`src/hw/rtl/hbs_pkg.sv`:
```
`default_nettype none
package hbs_pkg;

  localparam int unsigned MaxDim     = 1024;
  localparam int unsigned MapWords   = 1048576;
  localparam int unsigned SampleBits = 16;
  localparam int unsigned FracBits   = 16;

  // action and result kind share one coding
  typedef enum logic [1:0] {
    ACT_WRITE = 2'd0,
    ACT_QUERY = 2'd1,
    ACT_LOAD  = 2'd2
  } action_e;

  typedef enum logic [2:0] {
    REG_MAP_WIDTH  = 3'd0,
    REG_MAP_HEIGHT = 3'd1,
    REG_ORIGIN_X   = 3'd2,
    REG_ORIGIN_Z   = 3'd3,
    REG_X_SCALE    = 3'd4,
    REG_Z_SCALE    = 3'd5,
    REG_ELEV_MIN   = 3'd6,
    REG_ELEV_STEP  = 3'd7
  } reg_idx_e;

  typedef struct packed {
    logic [10:0]        map_width;
    logic [10:0]        map_height;
    logic signed [25:0] origin_x;
    logic signed [25:0] origin_z;
    logic [31:0]        x_scale;
    logic [31:0]        z_scale;
    logic signed [23:0] elev_min;
    logic [31:0]        elev_step;
  } cfg_t;

endpackage
`default_nettype wire

```
`src/hw/rtl/hbs_texel.sv`:
```
`default_nettype none
module hbs_texel #(
  parameter int unsigned MAX_DIM   = hbs_pkg::MaxDim,
  parameter int unsigned FRAC_BITS = hbs_pkg::FracBits,
  localparam int unsigned IdxW     = $clog2(MAX_DIM),
  localparam int unsigned DimW     = $clog2(MAX_DIM + 1)
) (
  input  wire                     clk_i,
  input  wire  signed [25:0]      coord_i,
  input  wire  signed [25:0]      origin_i,
  input  wire         [31:0]      scale_i,
  input  wire                     flip_i,
  input  wire         [DimW-1:0]  dim_i,
  output logic        [IdxW-1:0]  lo_o,
  output logic        [IdxW-1:0]  hi_o,
  output logic   [FRAC_BITS-1:0]  frac_o
);

  logic signed [26:0] delta_d, delta_q;
  logic signed [60:0] v_d, v_q;
  logic signed [29:0] q_s, q1_s, top_s;
  logic [IdxW-1:0]    lo_d, hi_d;

  // stage 1: offset from origin
  always_comb begin
    if (flip_i) begin
      delta_d = 27'(origin_i) - 27'(coord_i);
    end else begin
      delta_d = 27'(coord_i) - 27'(origin_i);
    end
  end

  // stage 2: scale to texels, half-texel shift
  assign v_d = $signed(delta_q) * $signed({1'b0, scale_i}) - 61'sh0_8000_0000;

  // stage 3: floor, clamp both neighbours
  always_comb begin
    q_s   = {v_q[60], v_q[60:32]};
    q1_s  = q_s + 30'sd1;
    top_s = $signed({{(30 - DimW){1'b0}}, dim_i}) - 30'sd1;
    if (q_s < 0) begin
      lo_d = '0;
    end else if (q_s > top_s) begin
      lo_d = top_s[IdxW-1:0];
    end else begin
      lo_d = q_s[IdxW-1:0];
    end
    if (q1_s < 0) begin
      hi_d = '0;
    end else if (q1_s > top_s) begin
      hi_d = top_s[IdxW-1:0];
    end else begin
      hi_d = q1_s[IdxW-1:0];
    end
  end

  always_ff @(posedge clk_i) begin
    delta_q <= delta_d;
    v_q     <= v_d;
    lo_o    <= lo_d;
    hi_o    <= hi_d;
    frac_o  <= v_q[31 -: FRAC_BITS];
  end

endmodule
`default_nettype wire

```
`config.mk`:
```
export PLATFORM = sky130hd
export DESIGN_NAME = hbs_texel
export DESIGN_NICKNAME = d
export VERILOG_FILES = /design/src/hw/rtl/hbs_pkg.sv /design/src/hw/rtl/hbs_texel.sv
export SDC_FILE = /design/constraint.sdc
export NUM_CORES = 2
export LEC_CHECK = 0
export BUFFER_PORTS_ARGS = -buffer_cell sky130_fd_sc_hd__buf_2
export CAP_MARGIN = 15
export CORE_MARGIN = 8
export CORE_UTILIZATION = 55
export CTS_CLUSTER_SIZE = 25
export DETAILED_ROUTE_END_ITERATION = 6
export MAX_ROUTING_LAYER = met4
export PLACE_DENSITY_LB_ADDON = 0.15
export SLEW_MARGIN = 20
export SYNTH_ARGS = -nofsm -noshare
export SYNTH_HDL_FRONTEND = slang
export SYNTH_SLANG_ARGS = --single-unit
```
`constraint.sdc`:
```
create_clock -name clk_i -period 17.1 [get_ports clk_i]
set_clock_uncertainty 0.2 [all_clocks]
set_input_delay 5.13 -clock clk_i [delete_from_list [all_inputs] [get_ports clk_i]]
set_output_delay 5.13 -clock clk_i [all_outputs]
set_load 0.02 [all_outputs]
```
==> impl_metrics.toml <==
[timing]
finalCriticalPeriod_ns = 12.11
fin_setup_tns_ns = 0
worstMarginPinSlew_ns = 1.017
min_period_over_period = 0.7083
final_max_slew_viol_count = 0
clock.fmax_mhz = 82.57
setup_viol_count_final = 0
hold_viol_final = 0
rsz0062_at_grt = "no"
slew-limit-headroom = 0.3218

[floorplanning]
die_y_um = 270.2
io-pin-count = 133
die_area_mm2 = 0.07302
rows = 93
start_util = 0.5534
die_x_um = 270.2
floorplan.core_area_mm2 = 0.06423

[detailed_routing]
wl_um = 93570
vias_per_cell = 5.430
ant_nets = 0
drtIter0Drc = 1565
vias = 26470
first_pass_iters = 5
post-route-drc-count = 0
post_drt_wl_per_cell_um = 19.20

[job]
cap_violations = 0

[clock_tree]
cts-buffers-inserted = 9
cts_setup_buffers = 0
cts_max_level = 3
cts-root-buf = "clkbuf_16"
clk_pin_slew_ns = 0.08
insertion_delay_ns = 0.38
numClockSinks = 108
clock_path_buffers = 2
cts_hold_buf = 0
cts_resized = 0
cts_tree = "built"

[place]
routabilityCongestion = 0.9192
dp.cells = 4858
io_buffers = 132
dp_hpwl_um = 72990

[critical_path]
r2r.worst_path.cells = 23
crit_type = "input port to register"
regToRegEndpoint = "v_q[59]$_DFF_P_"
cp_max_fo = 27
crit_required_ns = 17.20
worstSetupEndpointType = "register"
reg2reg_from = "delta_q[5]$_DFF_P_"
regToRegSetupSlack_ns = 9.25
critPathLaunchType = "input port"
cp_data_arrival_time_ns = 12.21

[global_routing]
top_usage_layer = "met2"
global_route.usage.met3 = 0.03337
grt_pass1_vias = 28470
grtUsageTotal = 0.2674
grt_use_met2 = 0.4528
grt_use_met1 = 0.3391
grt_max_degree = 44
grt_pass1_wl_um = 152200
grt-ovfl-total = 0
antenna_found_initial = 1

[final_layout]
utilization = 0.5760
final_cells = 4874
drive_above_1_share = 0.05200
register_area_mm2 = 0.002183
multiInputGateArea_mm2 = 0.02904
antenna_cells = 0
area_growth_pct = 4.090
num-fill-cells = 5927
num-nets-final = 5231

[run_status]
outcome = "completed"

[synthesis]
ys_ff_latch = 108
synth.distinct_cells = 71
postSynth.asyncResetShare = 0
syn_avg_cell_area_um2 = 8.790
ys_warn_count = 0
synth_cells = 4044
synth_flop_cell = "dfxtp_1"
syn_area_mm2 = 0.03555
syn-num-nets = 5261
synth-edff-count = 0
ys_seq_area_frac = 0.06082

[min_path]
hp-class = "register to register"
min_path_cells = 0
whs_endpoint = "frac_o[3]$_DFF_P_"
min-delay-start = "v_q[19]$_DFF_P_"
-- Yosys cell counts (all sizes together), types with 5 or more instances --
| library cell | count | area [um^2] |
|---|---|---|
| a211oi | 15 | 117.6 |
| a21boi | 8 | 67.56 |
| ha | 370 | 4629 |
| nor4 | 5 | 31.28 |
| o211ai | 9 | 67.56 |
| o21bai | 8 | 60.06 |
| o31ai | 7 | 71.32 |
| o21a | 9 | 67.56 |
| nor2 | 85 | 319.1 |
| o21ai | 63 | 326.6 |
| dfxtp | 108 | 2162 |
| or3 | 7 | 43.79 |
| nand2b | 37 | 231.5 |
| a21o | 78 | 588.1 |
| a31oi | 17 | 121.4 |
| and2 | 406 | 2540 |
| and4 | 6 | 52.55 |
| and3 | 15 | 93.84 |
| nor2b | 10 | 62.56 |
| xor2 | 46 | 402.9 |
| xnor2 | 60 | 525.5 |
| fa | 750 | 15010 |
| nand2 | 515 | 1933 |
| nand3 | 29 | 145.1 |
| nand4 | 35 | 219.0 |
| inv | 961 | 3607 |
| a21oi | 105 | 551.8 |
| clkbuf | 174 | 653.1 |
| nor3 | 13 | 65.06 |
| mux2i | 28 | 280.3 |
| buf | 16 | 81.32 |
-- cell usage in the layout (no fill, tap or decap), drive strengths merged, types with 10 or more instances in the layout --
cell,n
ha,370
nor3,13
o21ai,63
xor2,46
nor2,85
nand2b,37
nor2b,10
nand4,35
dfxtp,108
a31oi,17
and2,406
a21oi,105
and3,15
nand3,29
mux2i,28
a21o,78
fa,750
inv,966
a211oi,15
xnor2,60
buf,149
nand2,515
-- critical path, cell delays in order --
cell,delay (ns)
buf_2,0.51
and2_1,0.25
fa_1,0.46
fa_1,0.55
inv_1,0.07
fa_1,0.52
fa_1,0.53
inv_1,0.06
fa_1,0.50
fa_1,0.49
inv_1,0.05
fa_1,0.48
inv_1,0.06
ha_1,0.36
a21o_1,0.23
a21o_1,0.20
a21o_2,0.22
a221oi_1,0.27
a21boi_2,0.39
o31ai_4,0.17
o21ai_2,0.27
o31ai_2,0.13
a21oi_1,0.19
xnor2_1,0.13
-- per-layer routing --
| metal | up-vias | routed length [um] | part of all wire |
|---|---|---|---|
| li1 | 11980 | - | - |
| met1 | 13470 | 38760 | 0.41 |
| met2 | 860 | 46630 | 0.50 |
| met3 | 165 | 5668 | 0.061 |
| met4 | 0 | 2516 | 0.027 |
| met5 | - | 0 | 0 |
-- kinds of logic after synthesis --
| group | Yosys count | synth area share |
|---|---|---|
| flops | 108 | 0.06082 |
| other cells | 1 | 0.0001055 |
| fa+ha+maj | 1120 | 0.5526 |
| mux | 32 | 0.009152 |
| simple gates | 1174 | 0.1638 |
| compound gates | 351 | 0.06515 |
| buf+inv | 1152 | 0.1222 |
| xor+xnor | 106 | 0.02612 |
-- worst max-delay path by stage --
stage | startpoint | to | slack, ns | depth (start not counted)
global placement | scale_i[16] | v_q[54]$_DFF_P_ | 4.74 | 22
finish | scale_i[16] | v_q[59]$_DFF_P_ | 4.99 | 24
CTS | scale_i[26] | v_q[57]$_DFF_P_ | 5.02 | 25
global route | scale_i[26] | v_q[57]$_DFF_P_ | 4.70 | 25
detailed placement | scale_i[26] | v_q[57]$_DFF_P_ | 4.61 | 25
floorplan | scale_i[26] | v_q[57]$_DFF_P_ | 5.14 | 26
-- sequential cells by signal (all words and copies together), names as in the netlist --
name,count
delta_q,27
frac_o,16
v_q,45
hi_o,10
lo_o,10
-- layout make-up --
type | count | area share
clock inverters | 7 | 0.002266
repair buffers | 149 | 0.02130
flip-flops and latches | 108 | 0.05901
well taps | 855 | 0.02891
multi-input cells | 2784 | 0.7848
clock buffers | 9 | 0.006087
inverters | 962 | 0.09759
-- stage by stage --
| stage | setup WS, ns | area [um^2] | hold slack (ns) |
|---|---|---|---|
| 2_1_floorplan | 5.139 | 35550 | 0.1096 |
| 3_3_place_gp | 4.744 | 36690 | 0.1119 |
| 3_5_place_dp | 4.614 | 36690 | 0.1121 |
| 4_1_cts | 5.025 | 37000 | 0.1296 |
| 5_1_grt | 4.697 | 37000 | 0.1375 |
| 6_report | 4.988 | 37000 | 0.1272 |
Power is left out: the tool's default activity adds up to more than one toggle a clock period on the data nets, which glitch-free logic cannot reach.
