<file path="src/hw/rtl/hbs_pkg.sv">
`default_nettype none
package hbs_pkg;

  localparam int unsigned MaxDim     = 1024;
  localparam int unsigned MapWords   = 1048576;
  localparam int unsigned SampleBits = 16;
  localparam int unsigned FracBits   = 16;

  // action and result kind share one coding
  typedef enum logic [1:0] {
    ACT_WRITE = 2'd0,
    ACT_QUERY = 2'd1,
    ACT_LOAD  = 2'd2
  } action_e;

  typedef enum logic [2:0] {
    REG_MAP_WIDTH  = 3'd0,
    REG_MAP_HEIGHT = 3'd1,
    REG_ORIGIN_X   = 3'd2,
    REG_ORIGIN_Z   = 3'd3,
    REG_X_SCALE    = 3'd4,
    REG_Z_SCALE    = 3'd5,
    REG_ELEV_MIN   = 3'd6,
    REG_ELEV_STEP  = 3'd7
  } reg_idx_e;

  typedef struct packed {
    logic [10:0]        map_width;
    logic [10:0]        map_height;
    logic signed [25:0] origin_x;
    logic signed [25:0] origin_z;
    logic [31:0]        x_scale;
    logic [31:0]        z_scale;
    logic signed [23:0] elev_min;
    logic [31:0]        elev_step;
  } cfg_t;

endpackage
`default_nettype wire

</file>
<file path="src/hw/rtl/hbs_cfg.sv">
`default_nettype none
module hbs_cfg (
  input  wire               clk_i,
  input  wire               rst_ni,
  input  wire               psel,
  input  wire               penable,
  input  wire               pwrite,
  input  wire  [4:0]        paddr,
  input  wire  [31:0]       pwdata,
  output logic [31:0]       prdata,
  output logic              pready,
  output hbs_pkg::cfg_t     cfg_o
);

  hbs_pkg::cfg_t    cfg_q;
  hbs_pkg::reg_idx_e idx;
  logic             wr;

  assign idx    = hbs_pkg::reg_idx_e'(paddr[4:2]);
  assign wr     = psel & penable & pwrite;
  assign pready = 1'b1;
  assign cfg_o  = cfg_q;

  always_ff @(posedge clk_i or negedge rst_ni) begin
    if (!rst_ni) begin
      cfg_q           <= '0;
      cfg_q.map_width <= 11'd1;
      cfg_q.map_height <= 11'd1;
    end else if (wr) begin
      case (idx)
        hbs_pkg::REG_MAP_WIDTH:  cfg_q.map_width  <= pwdata[10:0];
        hbs_pkg::REG_MAP_HEIGHT: cfg_q.map_height <= pwdata[10:0];
        hbs_pkg::REG_ORIGIN_X:   cfg_q.origin_x   <= pwdata[25:0];
        hbs_pkg::REG_ORIGIN_Z:   cfg_q.origin_z   <= pwdata[25:0];
        hbs_pkg::REG_X_SCALE:    cfg_q.x_scale    <= pwdata;
        hbs_pkg::REG_Z_SCALE:    cfg_q.z_scale    <= pwdata;
        hbs_pkg::REG_ELEV_MIN:   cfg_q.elev_min   <= pwdata[23:0];
        hbs_pkg::REG_ELEV_STEP:  cfg_q.elev_step  <= pwdata;
        default: ;
      endcase
    end
  end

  always_comb begin
    case (idx)
      hbs_pkg::REG_MAP_WIDTH:  prdata = {21'd0, cfg_q.map_width};
      hbs_pkg::REG_MAP_HEIGHT: prdata = {21'd0, cfg_q.map_height};
      hbs_pkg::REG_ORIGIN_X:   prdata = {{6{cfg_q.origin_x[25]}}, cfg_q.origin_x};
      hbs_pkg::REG_ORIGIN_Z:   prdata = {{6{cfg_q.origin_z[25]}}, cfg_q.origin_z};
      hbs_pkg::REG_X_SCALE:    prdata = cfg_q.x_scale;
      hbs_pkg::REG_Z_SCALE:    prdata = cfg_q.z_scale;
      hbs_pkg::REG_ELEV_MIN:   prdata = {{8{cfg_q.elev_min[23]}}, cfg_q.elev_min};
      hbs_pkg::REG_ELEV_STEP:  prdata = cfg_q.elev_step;
      default:                 prdata = '0;
    endcase
  end

endmodule
`default_nettype wire

</file>
<file path="config.mk">
export PLATFORM = sky130hd
export DESIGN_NAME = hbs_cfg
export DESIGN_NICKNAME = d
export VERILOG_FILES = /design/src/hw/rtl/hbs_pkg.sv /design/src/hw/rtl/hbs_cfg.sv
export SDC_FILE = /design/constraint.sdc
export NUM_CORES = 1
export LEC_CHECK = 0
export BUFFER_PORTS_ARGS = -buffer_cell sky130_fd_sc_hd__clkbuf_2
export CORE_MARGIN = 1
export CORE_UTILIZATION = 30
export CTS_BUF_LIST = sky130_fd_sc_hd__clkbuf_4 sky130_fd_sc_hd__clkbuf_8 sky130_fd_sc_hd__clkbuf_16
export CTS_CLUSTER_DIAMETER = 100
export CTS_CLUSTER_SIZE = 28
export DETAILED_ROUTE_END_ITERATION = 16
export PLACE_DENSITY_LB_ADDON = 0.08
export SLEW_MARGIN = 20
export SYNTH_ARGS = -nofsm -noshare
export SYNTH_HDL_FRONTEND = slang
export SYNTH_SLANG_ARGS = --single-unit
</file>
<file path="constraint.sdc">
create_clock -name clk_i -period 1.4 [get_ports clk_i]
set_input_delay 0.07 -clock clk_i [delete_from_list [all_inputs] [get_ports clk_i]]
set_output_delay 0.07 -clock clk_i [all_outputs]
set_load 0.01 [all_outputs]
</file>
==> flow_metrics.py <==
metrics = {
    "cells_and_area": {
        "area_growth_syn_to_layout_pct": 44.6,
        "largest_register_ffs": 194,
        "drive_gt1_frac": 0.643,
        "seqCellArea_mm2": 0.00486,
        "multiInputGateArea_mm2": 0.00401,
        "number_of_fillers_in_the_final_layout": 2768,
        "nets": 1099,
        "final-instance-count-excl-fill": 1454,
        "insertedDiodeCount": 0,
    },
    "global_routing": {
        "grt_pass1_wl_um": 46800,
        "grt_max_degree": 41,
        "grt_overflow_total": 0,
        "first_global_vias": 7425,
        "grt_use_total": 0.204,
        "initial_antenna_violation_count": 0,
    },
    "die": {
        "rows": 62,
        "ios": 269,
        "die_width_um": 175,
        "die_height_um": 175,
        "initial_utilization": 0.308,
        "core_mm2": 0.0291,
        "fp.dieArea_mm2": 0.0306,
    },
    "critical_path": {
        "timing.rr.start": "cfg_o[103]",
        "start_kind": "flip-flop",
        "worstPathBufferInverterCount": 1,
        "timing.setup.critical_path_class": "reg2out",
        "worstPathMaxFanout": 2,
        "critical_path_arrival_ns": 1.74,
        "worstReg2RegEnd": "cfg_o[103]",
        "reg_to_reg_slack_setup_ns": 0.37,
        "r2r_cells": 3,
        "cp.required_ns": 1.33,
        "worst_setup_path_end_kind": "output pin",
        "cp_slowest_cell": "sky130_fd_sc_hd__dfrtp_1",
        "delay_contributed_by_the_slowest_stage_of_the_critical_path_ns": 0.38,
        "worstPathCellList": "mux2_4 > a22o_1 > a221o_1 > buf_2",
        "critical_path.top_delay_family": "compound AO/OA/AOI/OAI gates",
    },
    "routing": {
        "wl_per_cell_um": 21.1,
        "dr_total_vias": 7045,
        "drtAntennaViolNets": 0,
        "viasPerCell": 4.85,
        "post_route_drc_violation_count": 0,
        "routed_wirelength_um": 30700,
        "dr.first_iter.drc_count": 344,
        "drt_pre_antenna_iters": 6,
    },
    "sta": {
        "final_min_period_over_clock_period": 1.30,
        "grt_setup_unrepaired": "true",
        "final_hold_viol_count": 0,
        "max_freq_mhz": 551,
        "report.final.setup_viol": 30,
        "final.setup_skew_ns": 0,
        "maxSlewViolCount": 0,
        "timing.hold.ws_ns": 0.0164,
        "finalWorstSetupSlack_ns": -0.414,
        "period_needed_ns": 1.81,
    },
    "placed_design": {
        "place.port_buffers": 265,
        "dp_cells": 1321,
        "gp_weighted_congestion": 0.790,
        "dp_hpwl_um": 21400,
    },
    "yosys": {
        "synth_sequential_area_ratio": 0.541,
        "synth.cell_area_mm2": 0.00897,
        "synthesis.area_per_instance_um2": 14.1,
        "post_synth_num_cell_types": 40,
        "yosys_warnings": 0,
        "synth_cells": 636,
        "mappedNetlistNets": 678,
        "synth_seq_cells": 194,
    },
    "clocking": {
        "clk-insertion-delay-late_ns": 0.43,
        "clock_tree.htree_level_count": 4,
        "clockRootBuffer": "sky130_fd_sc_hd__clkbuf_16",
        "tritoncts_clock_tree": "yes",
        "max-clock-path-buffers": 2,
        "cts_sinks": 194,
        "cts.clk_slew.worst_paths_ns": 0.08,
        "numCtsBuffers": 17,
    },
    "power": {
        "irDropWorstVdd_mv": 0.656,
        "power.density_mw_per_mm2": 1370,
        "p_leak_nw": 6.52,
    },
    "outcome": {
        "violations_in_the_final_reports": "negative setup slack",
        "outcome": "finished with violations",
    },
    "run": {
        "drv_cap": 0,
    },
    "worst_hold_path": {
        "hold_path_depth": 2,
        "holdPathEnd": "cfg_o[97]",
        "min_path_type": "in2reg",
        "hp-start": "pwdata[9]",
    },
}
synthesized netlist by cell type (all sizes together):
master	count	area, um^2
a211o	1	8.76
a21boi	1	7.51
a21oi	3	15.0
a221o	5	50.1
a221oi	11	96.3
a22o	4	35.0
a22oi	9	67.6
a32oi	1	8.76
a41oi	1	8.76
and3b	4	35.0
buf	39	223
clkbuf	5	18.8
conb	1	3.75
dfrtp	192	4800
dfstp	2	52.6
inv	13	48.8
mux2	207	2370
mux2i	55	551
mux4	1	22.5
nand2	3	11.3
nand2b	5	31.3
nand3	3	15.0
nand4	1	12.5
nand4b	2	32.5
nor2	14	62.6
nor2b	4	25.0
nor3	2	21.3
o21ai	7	35.0
o221ai	1	8.76
o22a	14	123
o22ai	18	113
o2bb2ai	5	43.8
or3	2	12.5
layer usage:
layer	track usage	vias up	wire length [um]
met5	0	-	0
met4	0.0587	0	460
met3	0.0444	28	1520
met2	0.326	221	14400
met1	0.278	3578	14300
li1	-	3218	-
what timing repair did:
item,4_1_cts,5_1_grt
pin swaps,19,10
endpoints found under the setup margin,32,32
resized for setup,28,20
gates cloned,0,0
hold buffers,30,0
setup buffers,57,14
hold endpoints to repair,360,0
worst reg2reg max path: cells and delay by family (launching register included):
kind / cells / cell delay (ns)
mux: 1 / 0.25
flops: 1 / 0.40
buf+inv: 2 / 0.27
worst max-delay path by stage:
stage                          from          to  slack (ns)  depth (start not counted)
after global placement     paddr[3]  prdata[10]       -0.09                          7
after global routing      cfg_o[68]  prdata[12]       -0.47                          4
after floorplan            paddr[2]   cfg_o[35]        0.01                          6
final                     cfg_o[68]  prdata[12]       -0.41                          4
after CTS                 cfg_o[12]  prdata[12]       -0.44                          4
after detailed placement   paddr[3]   prdata[2]       -0.12                          7
logic make-up (layout without fill, tap and decap cells):
kind of cell / count (synthesis) / after routing / share of synthesized area
other: 1 / 1 / 0.000418
muxes: 263 / 263 / 0.328
AOI/OAI and AO/OA: 81 / 81 / 0.0692
buffers and inverters: 57 / 491 / 0.0324
DFF: 194 / 194 / 0.541
and+or+nand+nor: 40 / 40 / 0.0289
cells in the final DEF (no fill, tap or decap), types with 11 or more instances in the layout:
| cell | netlist | routed |
|---|---|---|
| sky130_fd_sc_hd__o22ai_1 | 18 | 11 |
| sky130_fd_sc_hd__mux2_2 | 194 | 189 |
| sky130_fd_sc_hd__inv_1 | 13 | 13 |
| sky130_fd_sc_hd__dlygate4sd3_1 | 0 | 30 |
| sky130_fd_sc_hd__mux2_4 | 10 | 15 |
| sky130_fd_sc_hd__buf_4 | 12 | 133 |
| sky130_fd_sc_hd__o22a_1 | 14 | 14 |
| sky130_fd_sc_hd__mux2i_1 | 55 | 55 |
| sky130_fd_sc_hd__buf_12 | 0 | 19 |
| sky130_fd_sc_hd__clkbuf_2 | 0 | 251 |
| sky130_fd_sc_hd__clkbuf_16 | 0 | 17 |
| sky130_fd_sc_hd__dfrtp_1 | 192 | 191 |
| sky130_fd_sc_hd__buf_2 | 25 | 11 |
area by class of cell:
class | instances | area share
sequential | 194 | 0.374
multi-input combinational | 385 | 0.309
timing repair buffer | 446 | 0.232
tap | 384 | 0.0370
clock buffer | 19 | 0.0339
clock inverter | 13 | 0.00926
inverter | 13 | 0.00376
per-stage QoR:
step | total power (W) | area, um^2 | setup slack, ns | util | TNS (ns)
floorplan | 0.00990 | 8970 | 0.0105 | - | 0
detailed placement | 0.0123 | 11400 | -0.119 | 0.393 | -14.96
global placement | 0.0123 | 11400 | -0.0929 | 0.393 | -12.45
global route | 0.0187 | 13000 | -0.466 | 0.446 | -7.69
CTS | 0.0178 | 12800 | -0.438 | 0.441 | -5.88
finish | 0.0178 | 13000 | -0.414 | 0.446 | -5.07
power breakdown:
part	switching [W]	leakage [nW]	total (W)	internal, W
Combinational	0.00250	3.77	0.00540	0.00290
Clock	0.00242	0.281	0.00481	0.00239
Sequential	0.000874	2.47	0.00758	0.00671
Total	0.00579	6.52	0.0178	0.0120
No activity file was read; power rests on OpenSTA's default activity.
